File: src/design/scm_pkg.sv
// shared types and codes for the sorted counted multiset
`default_nettype none
package scm_pkg;

    // command codes carried in the input tuser
    localparam logic [1:0] CMD_ADD    = 2'd0;
    localparam logic [1:0] CMD_REMOVE = 2'd1;
    localparam logic [1:0] CMD_DUMP   = 2'd2;

    // result status codes
    localparam logic [2:0] ST_OK       = 3'd0;
    localparam logic [2:0] ST_NOTFOUND = 3'd1;
    localparam logic [2:0] ST_FULL     = 3'd2;
    localparam logic [2:0] ST_EMPTY    = 3'd3;
    localparam logic [2:0] ST_SAT      = 3'd4;

    localparam int          KEY_W   = 16;
    localparam int          CNT_W   = 16;
    localparam logic [15:0] CNT_MAX = 16'hFFFF;

    // one table entry as held in the ram
    typedef struct packed {
        logic [KEY_W-1:0] key;
        logic [CNT_W-1:0] count;
    } entry_t;

    localparam int ENTRY_W = $bits(entry_t);

    // one result item from the sequencer
    typedef struct packed {
        logic [KEY_W-1:0] key;
        logic [CNT_W-1:0] count;
        logic [2:0]       status;
        logic             last;
    } res_t;

endpackage
`default_nettype wire

File: src/design/scm_ram.sv
// generic single-write, single-read ram with registered read data
`default_nettype none
module scm_ram #(
    parameter int WIDTH = 32,
    parameter int DEPTH = 32
) (
    input  wire logic                     aclk,
    input  wire logic                     wr_en,
    input  wire logic [$clog2(DEPTH)-1:0] wr_addr,
    input  wire logic [WIDTH-1:0]         wr_data,
    input  wire logic [$clog2(DEPTH)-1:0] rd_addr,
    output logic      [WIDTH-1:0]         rd_data
);

    logic [WIDTH-1:0] mem [DEPTH];
    logic [WIDTH-1:0] rd_data_reg;

    // write port and registered read port
    always_ff @(posedge aclk) begin
        if (wr_en) begin
            mem[wr_addr] <= wr_data;
        end
        rd_data_reg <= mem[rd_addr];
    end

    assign rd_data = rd_data_reg;

endmodule
`default_nettype wire

File: src/design/scm_ctrl.sv
// sequencer: linear search with a less-than and an equality key compare, entry shifting, dump walk
`default_nettype none
module scm_ctrl #(
    parameter int DEPTH = 32
) (
    input  wire logic                        aclk,
    input  wire logic                        aresetn,
    // input item
    input  wire logic                        in_valid,
    output logic                             in_ready,
    input  wire logic [1:0]                  in_cmd,
    input  wire logic [scm_pkg::KEY_W-1:0]   in_key,
    // table ram
    output logic                             ram_we,
    output logic [$clog2(DEPTH)-1:0]         ram_waddr,
    output scm_pkg::entry_t                  ram_wdata,
    output logic [$clog2(DEPTH)-1:0]         ram_raddr,
    input  scm_pkg::entry_t                  ram_rdata,
    // result item
    output logic                             res_valid,
    input  wire logic                        res_ready,
    output scm_pkg::res_t                    res
);
    import scm_pkg::*;

    localparam int AW = $clog2(DEPTH);
    localparam int CW = $clog2(DEPTH + 1);
    localparam logic [CW-1:0] ONE   = CW'(1);
    localparam logic [CW-1:0] TWO   = CW'(2);
    localparam logic [CW-1:0] FULLN = CW'(DEPTH);

    typedef enum logic [7:0] {
        S_IDLE   = 8'b0000_0001,
        S_SEARCH = 8'b0000_0010,
        S_DECIDE = 8'b0000_0100,
        S_SHUP   = 8'b0000_1000,
        S_INSERT = 8'b0001_0000,
        S_SHDN   = 8'b0010_0000,
        S_RESP   = 8'b0100_0000,
        S_DUMP   = 8'b1000_0000
    } state_t;

    state_t            state_reg, state_next;
    logic [1:0]        cmd_reg, cmd_next;
    logic [KEY_W-1:0]  key_reg, key_next;
    logic [CW-1:0]     idx_reg, idx_next;
    logic [CW-1:0]     pos_reg, pos_next;
    logic              found_reg, found_next;
    logic [CNT_W-1:0]  cnt_reg, cnt_next;
    logic [CW-1:0]     total_reg, total_next;
    res_t              res_reg, res_next;
    logic [CW-1:0]     raddr_full;
    logic              key_less;
    logic              dump_last;

    // the key less-than compare for the search and the last-entry test for the dump
    assign key_less  = ram_rdata.key < key_reg;
    assign dump_last = (idx_reg + ONE) == total_reg;

    assign in_ready  = (state_reg == S_IDLE);
    assign ram_raddr = raddr_full[AW-1:0];

    // next state and datapath control
    always_comb begin
        state_next = state_reg;
        cmd_next   = cmd_reg;
        key_next   = key_reg;
        idx_next   = idx_reg;
        pos_next   = pos_reg;
        found_next = found_reg;
        cnt_next   = cnt_reg;
        total_next = total_reg;
        res_next   = res_reg;
        raddr_full = idx_reg;
        ram_we     = 1'b0;
        ram_waddr  = idx_reg[AW-1:0];
        ram_wdata  = ram_rdata;
        res_valid  = 1'b0;
        res        = res_reg;

        unique case (state_reg)
            S_IDLE: begin
                raddr_full = '0;
                if (in_valid) begin
                    cmd_next = in_cmd;
                    key_next = in_key;
                    idx_next = '0;
                    case (in_cmd)
                        CMD_ADD, CMD_REMOVE: begin
                            if (total_reg == '0) begin
                                pos_next   = '0;
                                found_next = 1'b0;
                                state_next = S_DECIDE;
                            end else begin
                                state_next = S_SEARCH;
                            end
                        end
                        CMD_DUMP: begin
                            if (total_reg == '0) begin
                                res_next   = '{key: '0, count: '0, status: ST_EMPTY,
                                               last: 1'b1};
                                state_next = S_RESP;
                            end else begin
                                state_next = S_DUMP;
                            end
                        end
                        default: ;
                    endcase
                end
            end

            // one entry compared per cycle
            S_SEARCH: begin
                if (key_less) begin
                    if ((idx_reg + ONE) == total_reg) begin
                        pos_next   = total_reg;
                        found_next = 1'b0;
                        state_next = S_DECIDE;
                    end else begin
                        idx_next   = idx_reg + ONE;
                        raddr_full = idx_reg + ONE;
                    end
                end else begin
                    pos_next   = idx_reg;
                    found_next = (ram_rdata.key == key_reg);
                    cnt_next   = ram_rdata.count;
                    state_next = S_DECIDE;
                end
            end

            S_DECIDE: begin
                ram_waddr  = pos_reg[AW-1:0];
                state_next = S_RESP;
                if (cmd_reg == CMD_ADD) begin
                    if (found_reg) begin
                        if (cnt_reg == CNT_MAX) begin
                            res_next = '{key: key_reg, count: CNT_MAX, status: ST_SAT,
                                         last: 1'b1};
                        end else begin
                            ram_we    = 1'b1;
                            ram_wdata = '{key: key_reg, count: cnt_reg + 16'd1};
                            res_next  = '{key: key_reg, count: cnt_reg + 16'd1,
                                          status: ST_OK, last: 1'b1};
                        end
                    end else if (total_reg == FULLN) begin
                        res_next = '{key: key_reg, count: '0, status: ST_FULL, last: 1'b1};
                    end else if (total_reg == pos_reg) begin
                        state_next = S_INSERT;
                    end else begin
                        idx_next   = total_reg;
                        raddr_full = total_reg - ONE;
                        state_next = S_SHUP;
                    end
                end else begin
                    if (!found_reg) begin
                        res_next = '{key: key_reg, count: '0, status: ST_NOTFOUND,
                                     last: 1'b1};
                    end else if (cnt_reg > 16'd1) begin
                        ram_we    = 1'b1;
                        ram_wdata = '{key: key_reg, count: cnt_reg - 16'd1};
                        res_next  = '{key: key_reg, count: cnt_reg - 16'd1,
                                      status: ST_OK, last: 1'b1};
                    end else if ((pos_reg + ONE) == total_reg) begin
                        total_next = total_reg - ONE;
                        res_next   = '{key: key_reg, count: '0, status: ST_OK, last: 1'b1};
                    end else begin
                        idx_next   = pos_reg;
                        raddr_full = pos_reg + ONE;
                        state_next = S_SHDN;
                    end
                end
            end

            // move entries up one slot, top first, to open the gap
            S_SHUP: begin
                ram_we = 1'b1;
                if ((idx_reg - ONE) == pos_reg) begin
                    state_next = S_INSERT;
                end else begin
                    idx_next   = idx_reg - ONE;
                    raddr_full = idx_reg - TWO;
                end
            end

            S_INSERT: begin
                ram_we     = 1'b1;
                ram_waddr  = pos_reg[AW-1:0];
                ram_wdata  = '{key: key_reg, count: 16'd1};
                total_next = total_reg + ONE;
                res_next   = '{key: key_reg, count: 16'd1, status: ST_OK, last: 1'b1};
                state_next = S_RESP;
            end

            // move entries down one slot to close the gap
            S_SHDN: begin
                ram_we = 1'b1;
                if ((idx_reg + TWO) < total_reg) begin
                    idx_next   = idx_reg + ONE;
                    raddr_full = idx_reg + TWO;
                end else begin
                    total_next = total_reg - ONE;
                    res_next   = '{key: key_reg, count: '0, status: ST_OK, last: 1'b1};
                    state_next = S_RESP;
                end
            end

            S_RESP: begin
                res_valid = 1'b1;
                if (res_ready) begin
                    state_next = S_IDLE;
                end
            end

            // stream the table out, re-reading the same slot while stalled
            S_DUMP: begin
                res_valid = 1'b1;
                res       = '{key: ram_rdata.key, count: ram_rdata.count, status: ST_OK,
                              last: dump_last};
                if (res_ready) begin
                    if (dump_last) begin
                        state_next = S_IDLE;
                    end else begin
                        idx_next   = idx_reg + ONE;
                        raddr_full = idx_reg + ONE;
                    end
                end
            end

            default: state_next = S_IDLE;
        endcase
    end

    // control registers
    always_ff @(posedge aclk) begin
        if (!aresetn) begin
            state_reg <= S_IDLE;
            total_reg <= '0;
        end else begin
            state_reg <= state_next;
            total_reg <= total_next;
        end
    end

    // working registers
    always_ff @(posedge aclk) begin
        cmd_reg   <= cmd_next;
        key_reg   <= key_next;
        idx_reg   <= idx_next;
        pos_reg   <= pos_next;
        found_reg <= found_next;
        cnt_reg   <= cnt_next;
        res_reg   <= res_next;
    end

endmodule
`default_nettype wire

File: src/design/sorted_counted_multiset_top.sv
// top level of the sorted counted multiset: ram, sequencer, output register
//
//  channel | dir | tdata (lsb up)                          | tuser        | tlast
//  s_      | in  | key[15:0]                               | command[1:0] | -
//  m_      | out | out_key[15:0] out_count[31:16]         | -            | last
//          |     | status[34:32], zero pad to 40 bits      |              |
//
// add or remove: the sequencer compares each entry read up to the first key not below the
// request (none on an empty table), decides, moves entries, writes a new key when adding
// one, then hands over the result; the single ram read port walks the table one entry a
// cycle. dump: one entry per cycle while the m_ side accepts, or a single ST_EMPTY item
// for an empty table. results are held in the output register that drives m_tvalid.
// s_tready is high only while the sequencer is idle. aresetn empties the table;
// the ram needs no clearing. a stalled m_ side holds the output register and the
// sequencer waits on it.
`default_nettype none
module sorted_counted_multiset_top #(
    parameter int DEPTH = 32
) (
    input  wire logic        aclk,
    input  wire logic        aresetn,
    input  wire logic        s_tvalid,
    output logic             s_tready,
    input  wire logic [15:0] s_tdata,   // key[15:0]
    input  wire logic [1:0]  s_tuser,   // command[1:0]
    output logic             m_tvalid,
    input  wire logic        m_tready,
    output logic [39:0]      m_tdata,   // out_key[15:0], out_count[31:16], status[34:32]
    output logic             m_tlast
);
    import scm_pkg::*;

    localparam int AW = $clog2(DEPTH);

    logic          ram_we;
    logic [AW-1:0] ram_waddr;
    logic [AW-1:0] ram_raddr;
    entry_t        ram_wdata;
    entry_t        ram_rdata;
    logic          res_valid;
    logic          res_ready;
    res_t          res;
    logic          m_valid_reg;
    res_t          m_res_reg;

    scm_ram #(
        .WIDTH (ENTRY_W),
        .DEPTH (DEPTH)
    ) u_ram (
        .aclk    (aclk),
        .wr_en   (ram_we),
        .wr_addr (ram_waddr),
        .wr_data (ram_wdata),
        .rd_addr (ram_raddr),
        .rd_data (ram_rdata)
    );

    scm_ctrl #(
        .DEPTH (DEPTH)
    ) u_ctrl (
        .aclk      (aclk),
        .aresetn   (aresetn),
        .in_valid  (s_tvalid),
        .in_ready  (s_tready),
        .in_cmd    (s_tuser),
        .in_key    (s_tdata),
        .ram_we    (ram_we),
        .ram_waddr (ram_waddr),
        .ram_wdata (ram_wdata),
        .ram_raddr (ram_raddr),
        .ram_rdata (ram_rdata),
        .res_valid (res_valid),
        .res_ready (res_ready),
        .res       (res)
    );

    // output register takes a new item when empty or being drained
    assign res_ready = !m_valid_reg || m_tready;

    always_ff @(posedge aclk) begin
        if (!aresetn) begin
            m_valid_reg <= 1'b0;
        end else if (res_ready) begin
            m_valid_reg <= res_valid;
        end
    end

    always_ff @(posedge aclk) begin
        if (res_ready && res_valid) begin
            m_res_reg <= res;
        end
    end

    // result packing
    assign m_tvalid = m_valid_reg;
    assign m_tdata  = {5'b0, m_res_reg.status, m_res_reg.count, m_res_reg.key};
    assign m_tlast  = m_res_reg.last;

endmodule
`default_nettype wire
File: config.mk
export PLATFORM = sky130hd
export DESIGN_NAME = sorted_counted_multiset_top
export DESIGN_NICKNAME = d
export VERILOG_FILES = /design/src/design/scm_pkg.sv /design/src/design/scm_ram.sv /design/src/design/scm_ctrl.sv /design/src/design/sorted_counted_multiset_top.sv
export SDC_FILE = /design/constraint.sdc
export NUM_CORES = 2
export LEC_CHECK = 0
export ABC_AREA = 1
export ABC_CLOCK_PERIOD_IN_PS = 10300
export BUFFER_PORTS_ARGS = -buffer_cell sky130_fd_sc_hd__buf_2
export CORE_MARGIN = 3
export CORE_UTILIZATION = 40
export CTS_CLUSTER_DIAMETER = 100
export DETAILED_ROUTE_END_ITERATION = 8
export GPL_TIMING_DRIVEN = 0
export PLACE_DENSITY = 0.52
export REMOVE_ABC_BUFFERS = 1
export SLEW_MARGIN = 20
export SYNTH_ARGS = -nofsm -noshare
export SYNTH_HDL_FRONTEND = slang
export SYNTH_HIERARCHICAL = 1
export SYNTH_SLANG_ARGS = --single-unit
File: constraint.sdc
create_clock -name aclk -period 10.3 [get_ports aclk]
set_input_delay 0.515 -clock aclk [delete_from_list [all_inputs] [get_ports aclk]]
set_output_delay 0.515 -clock aclk [all_outputs]
set_load 0.05 [all_outputs]
# ---- Word-level counts from Yosys, hierarchy flattened
# Memories as Yosys holds them, arrays and structs flattened. A register that Yosys moved wholly into a read port is not among the register bits.
# Index checks and enable logic that the tools add are counted.
dict set report op_classes {
  add_sub_neg 9
  magnitude_cmp 3
  eq_ne 42
  muxes 90
  bitwise_logic 1
  reduce_logical 21
}
# cell count
set op_table {}
lappend op_table {{$mux 36} 11}
lappend op_table {{$mux 32} 5}
lappend op_table {{$pmux 36 s4} 1}
lappend op_table {{$mux 6} 23}
lappend op_table {{$mux 8} 14}
lappend op_table {{$pmux 32 s2} 1}
lappend op_table {{$pmux 8 s8} 1}
lappend op_table {{$mux 5} 11}
lappend op_table {{$pmux 6 s6} 1}
lappend op_table {{$pmux 5 s6} 1}
lappend op_table {{$eq 6x6->1} 4}
lappend op_table {{$mux 20} 1}
lappend op_table {{$add 6x1->6 const B} 3}
lappend op_table {{$pmux 6 s3} 1}
lappend op_table {{$add 16x1->16 const B} 1}
lappend op_table {{$eq 16x16->1} 1}
lappend op_table {{$eq 16x16->1 const B} 1}
lappend op_table {{$gt 16x1->1 const B} 1}
lappend op_table {{$lt 16x16->1} 1}
lappend op_table {{$ne 2x1->1 const B} 8}
lappend op_table {{$pmux 8 s2} 1}
lappend op_table {{$sub 16x1->16 const B} 1}
lappend op_table {{$ne 2x2->1 const B} 7}
lappend op_table {{$mux 1} 13}
lappend op_table {{42 further kinds} 53}
dict set report totals {
  register_bits 134
  ramBits 1024
  input_bits 22
  output_inout_bits 43
  elab_cells 184
  memories 1
}
# name depth width read_ports rd_ports_with_merged_regs write_ports line
set mem_list {}
lappend mem_list {u_ram.mem 32 32 1 1 1 scm_ram.sv:15} ;# logic [WIDTH-1:0] mem [DEPTH];

# ---- Logic depth before layout (Yosys ltp)
dict set report logic_depth {
  word_depth 7
  mapped_depth 27
  depth_no_buf 24
}

# ---- Hierarchy
# Netlist, hierarchy kept.
# module instances cells_each area_per_inst_um2 seq_area_each_um2
set by_module_without_submodules {}
lappend by_module_without_submodules {scm_ram 1 3536 42405.7 31390.1}
lappend by_module_without_submodules {scm_ctrl 1 1322 8829.7 2742.6}
lappend by_module_without_submodules {sorted_counted_multiset_top 1 49 1173.6 1101.1}

# ---- Worst setup path after synthesis
# Ideal clock, no wire load.
dict set report synth_path {
  path_kind {register to register}
  start {reg u_ctrl.cnt_reg[0]}
  end {mem u_ram.mem[31][0] (enable)}
  setup_ns 0.421
  t_arrival_ns 3.350
  required_ns 9.879
  setup_slack_ns 6.529
  stages_incl_launch_ff 13
  n_path_buf 0
  synth_period_minus_slack_ns 3.771
  path_cell_list {edfxtp_1 -> ha_1 -> nand3_2 -> nor2_2 -> nand2_2 -> nor4_4 -> nand4_4 -> nand2_2 -> inv_2 -> a21oi_1 -> o21ai_0 -> nand3_1 -> nor2_1}
}
dict set report synth_via {
  elab_chain_len 7
  elab_cells_between_ends 10
  classes_between {1 x order compare; 1 x eq/ne; 8 x mux}
}
# item line
set synth_rtl {}
lappend synth_rtl {{start: declaration} scm_ctrl.sv:49} ;# logic [CNT_W-1:0] cnt_reg, cnt_next;
lappend synth_rtl {{start signal: assignment} scm_ctrl.sv:251} ;# cnt_reg <= cnt_next;
lappend synth_rtl {{$gt 16x1->1 or $eq 16x16->1 (tied branches)} {scm_ctrl.sv:158, scm_ctrl.sv:136}}
lappend synth_rtl {{$mux 1 (on tied branches)} {scm_ctrl.sv:158, scm_ctrl.sv:136}}
lappend synth_rtl {{$mux 1 (on tied branches)} {scm_ctrl.sv:155, scm_ctrl.sv:135}}
lappend synth_rtl {{$mux 1 (*)} scm_ctrl.sv:134} ;# if (cmd_reg == CMD_ADD) begin
lappend synth_rtl {{$pmux 1 s2 (*)} scm_ctrl.sv:81} ;# unique case (state_reg)
lappend synth_rtl {{named net ram_we} sorted_counted_multiset_top.sv:35} ;# logic ram_we;
lappend synth_rtl {{$mux 1 (*)} scm_ram.sv:20} ;# if (wr_en) begin
lappend synth_rtl {{$mux 1 (implied by the code) (*)} scm_ram.sv:21} ;# mem[wr_addr] <= wr_data;
lappend synth_rtl {{end: declaration} scm_ram.sv:15}
# Mark *: on every way through the listed nets, which the timed path passes. The rest lies on a longest branch.

# ---- Final worst setup path
dict set report layout_path {
  start {reg u_ctrl.idx_reg[0]}
  end {reg u_ram.rd_data_reg[31], in the netlist u_ram/rd_data[31] (read register of u_ram.mem)}
}
dict set report layout_via {
  elab_chain_len 5
  elab_cells_between_ends 20
  classes_between {4 x add/sub; 1 x order compare; 2 x eq/ne; 13 x mux}
}
# item line
set layout_rtl {}
lappend layout_rtl {{start: declaration} scm_ctrl.sv:46} ;# logic [CW-1:0] idx_reg, idx_next;
lappend layout_rtl {{start signal: assignment} scm_ctrl.sv:248} ;# idx_reg <= idx_next;
lappend layout_rtl {{branches (longest 4 deep; another with $add 6x2->6)} --}
lappend layout_rtl {{$pmux 5 s6 (*)} scm_ctrl.sv:81}
lappend layout_rtl {{named net ram_raddr[1]} sorted_counted_multiset_top.sv:37} ;# logic [AW-1:0] ram_raddr;
lappend layout_rtl {{end: declaration} scm_ram.sv:16} ;# logic [WIDTH-1:0] rd_data_reg;
# Mark *: on every way through the listed nets, which the timed path passes.
# A chain may end at the register's enable or synchronous reset.

==> run_results.csv <==
group,metric,value,unit
clock_network,cts_sinks,1189,
drt,vias,36600,
clock_network,clk_path_buf_depth,3,
sta,setup_viol,0,
die,die_h,368,um
clock_network,cts_tree,"yes",
setup_path,crit_fanout,92,
layout,final_nets,5049,
placed_design,port-buffer-count,59,
drt,drt-met1-wl,72400,um
layout,drive_gt1_share,9.61,%
min_path,hold_class,"input pin to flop",
logic_synthesis,synth_flop_cell,"edfxtp_1",
setup_path,cp.required,10.92,ns
setup_path,critPathLaunchType,"flop",
placed_design,pre_cts_slack,3.64,ns
sta,worst_pin_slew,1.19,ns
setup_path,regToRegStartpoint,"u_ctrl/idx_reg[0]",
clock_network,clock_latency,0.74,ns
sta,finClkSkew,0.0195,ns
drt,route.detailed.drc,0,
logic_synthesis,ys_seq_elements,1189,
drt,route.met3.wl,12000,um
clock_network,ctsResizeCount,0,
global_route,grt_use_total,23.4,%
power_and_ir_drop,p_leak,22.9,nW
drt,highest_layer,"met5",
die,row_count,132,
drt,ant_nets,0,
die,core,130000,um^2
min_path,holdCritStartpoint,"s_tdata[9]",
job,max_cap_violations,0,
global_route,grt_pass1_wl,233000,um
global_route,antenna_found_initial,3,
clock_network,numCtsBuffers,133,
die,dieWidth,368,um
setup_path,arrival,7.36,ns
logic_synthesis,synth.largest_area_cell,"edfxtp_1",
logic_synthesis,synth_area_leaders,"edfxtp_1 (65%), nand2_1 (13%), nand3_1 (8.9%)",
sta,slew_headroom,20.8,%
drt,first_iter_violations,3742,
logic_synthesis,yosys.cell_count.top_type,"nand2_1",
power_and_ir_drop,power.density,338,nW/um^2
drt,routed_wl,161000,um
logic_synthesis,asyncSetResetFlopFracSynth,0,%
clock_network,cts_root_buffer,"clkbuf_16",
sta,final_hold_viol_count,0,
layout,fin_util,47.0,%
sta,rsz0062_at_grt,"false",
placed_design,place_congestion,0.909,
setup_path,crit_type,"flop to flop",
clock_network,clk_pin_slew,0.06,ns
setup_path,worstSetupEndpointType,"flop",
layout,largest_reg_flops,1024,
setup_path,r2r_setup_slack,3.55,ns
logic_synthesis,yosysSeqAreaShare,67.2,%
sta,worst_slack,3.55,ns
sta,fin_crit_sh,65.5,%
die,ios,65,
logic_synthesis,synth_top_area_share,65.4,%
global_route,grt_pass1_vias,33500,
logic_synthesis,syn-instance-count,4907,
die,initial_utilization,40.4,%
drt,vias_per_cell,5.35,
setup_path,crit_start,"u_ctrl/idx_reg[0]",
logic_synthesis,syn_area,52400,um^2
sta,fmax,148,MHz
logic_synthesis,syn_avg_cell_area,10.7,um^2
global_route,grt.overflow.total,0,
logic_synthesis,synth_edf_count,1142,
layout,area_growth,16.4,%
logic_synthesis,ys_types,52,
sta,slew_viol_final,0,
logic_synthesis,synth_warnings,6,
drt,drtPass1Iterations,6,
outcome,status,"completed",
sta,fin_crit,6.75,ns
global_route,grt_max_degree,156,
logic_synthesis,yosys-top-cells-count,"nand2_1 (1805), edfxtp_1 (1142), nand3_1 (937), inv_1 (172), nor2_1 (149)",
drt,wl_met2,71800,um
sta,holdWs,0.0604,ns
placed_design,dp_hpwl,103000,um
die,die_area,135000,um^2
power_and_ir_drop,ir_drop,0.353,mV
clock_network,h-tree-depth,4,
drt,wl_per_cell,23.5,um
==> layout by cell type, fill, tap and decap left out, types with 35 or more instances in the layout <==
| cell | n |
|---|---|
| buf_16 | 77 |
| nor2_4 | 37 |
| edfxtp_1 | 1142 |
| buf_2 | 59 |
| clkbuf_1 | 35 |
| nor2_1 | 113 |
| dfxtp_1 | 47 |
| o21ai_0 | 82 |
| clkbuf_16 | 133 |
| buf_12 | 47 |
| nand2_1 | 1803 |
| inv_1 | 168 |
| a21oi_1 | 43 |
| nand3_1 | 934 |
==> stage by stage <==
stage          total power, mW  setup TNS [ns]  cells  area, um^2
6_report                  20.6               0   6833       61000
5_1_grt                   22.0               0   6832       61000
4_1_cts                   20.7               0   6832       61000
3_5_place_dp              16.2               0   6586       56800
3_3_place_gp              12.8        -2145.86   6430       53000
2_1_floorplan             11.8         -586.15   4629       50500
==> worst paths after layout <==
| path | endpoint | depth (start not counted) |
|---|---|---|
| max | u_ram/rd_data[31] | 27 |
| min | u_ctrl/key_reg[9] | 1 |
| max reg2reg | u_ram/rd_data[31] | 27 |
| min reg2reg | u_ctrl/cnt_reg[12] | 0 |
==> per-layer routing <==
layer	global-route usage (%)	vias to the layer above
met2	35.6	1309
li1	-	17100
met4	7.10	2
met5	0	-
met3	4.81	271
met1	33.9	17900
==> cell families (layout without fill, tap and decap cells) <==
group | Yosys count | in the layout | synth area share [%]
flip-flops | 1189 | 1189 | 67.2
adder cells (fa/ha/maj) | 33 | 33 | 0.788
AO/OA/AOI/OAI | 210 | 210 | 2.31
buffers and inverters | 471 | 650 | 4.98
XOR/XNOR | 41 | 41 | 0.711
other | 1 | 6 | 0.00716
AND/OR/NAND/NOR | 2962 | 2962 | 24.0
==> cell type report <==
class,instances,area [um^2]
Fill cell,11800,68800
Sequential cell,1189,35200
Multi-Input combinational cell,3251,14900
Timing Repair Buffer,230,3890
Clock buffer,171,3500
Tap cell,1742,2180
Inverter,189,758
Clock inverter,60,520
Antenna cell,1,2.50
==> worst max-delay path, cell delays in order (launching register included) <==
cell and delay (ns):
edfxtp_1 0.82, inv_1 0.31, ha_1 0.45, inv_1 0.10, nor2_1 0.04, nor3_1 0.28
and2_1 0.18, nand3_1 0.11, nor2_2 0.31, nand2_1 0.08, nand2_1 0.11, nand4_1 0.58
buf_8 0.39, buf_6 0.17, buf_6 0.17, buf_6 0.17, buf_8 0.16, buf_6 0.14
inv_8 0.41, buf_16 0.41, buf_16 0.33, nand3_1 0.15, nand3_1 0.13, nand2_1 0.06
nand2_1 0.05, nand2_1 0.08, nand2_1 0.07, nand2_1 0.08
==> where the power goes <==
group | switching (mW) | total (mW) | internal (mW) | leakage [nW]
logic | 6.68 | 9.60 | 2.92 | 10.2
clock network | 1.89 | 4.44 | 2.55 | 1.96
registers | 0.243 | 6.56 | 6.32 | 10.8
total | 8.81 | 20.6 | 11.8 | 22.9
==> timing repair <==
| action | in CTS | in global routing |
|---|---|---|
| buffers inserted | 0 | 0 |
| hold endpoints to repair | 15 | 0 |
| hold buffers | 15 | 0 |
Power figures use the tool's default switching activity.
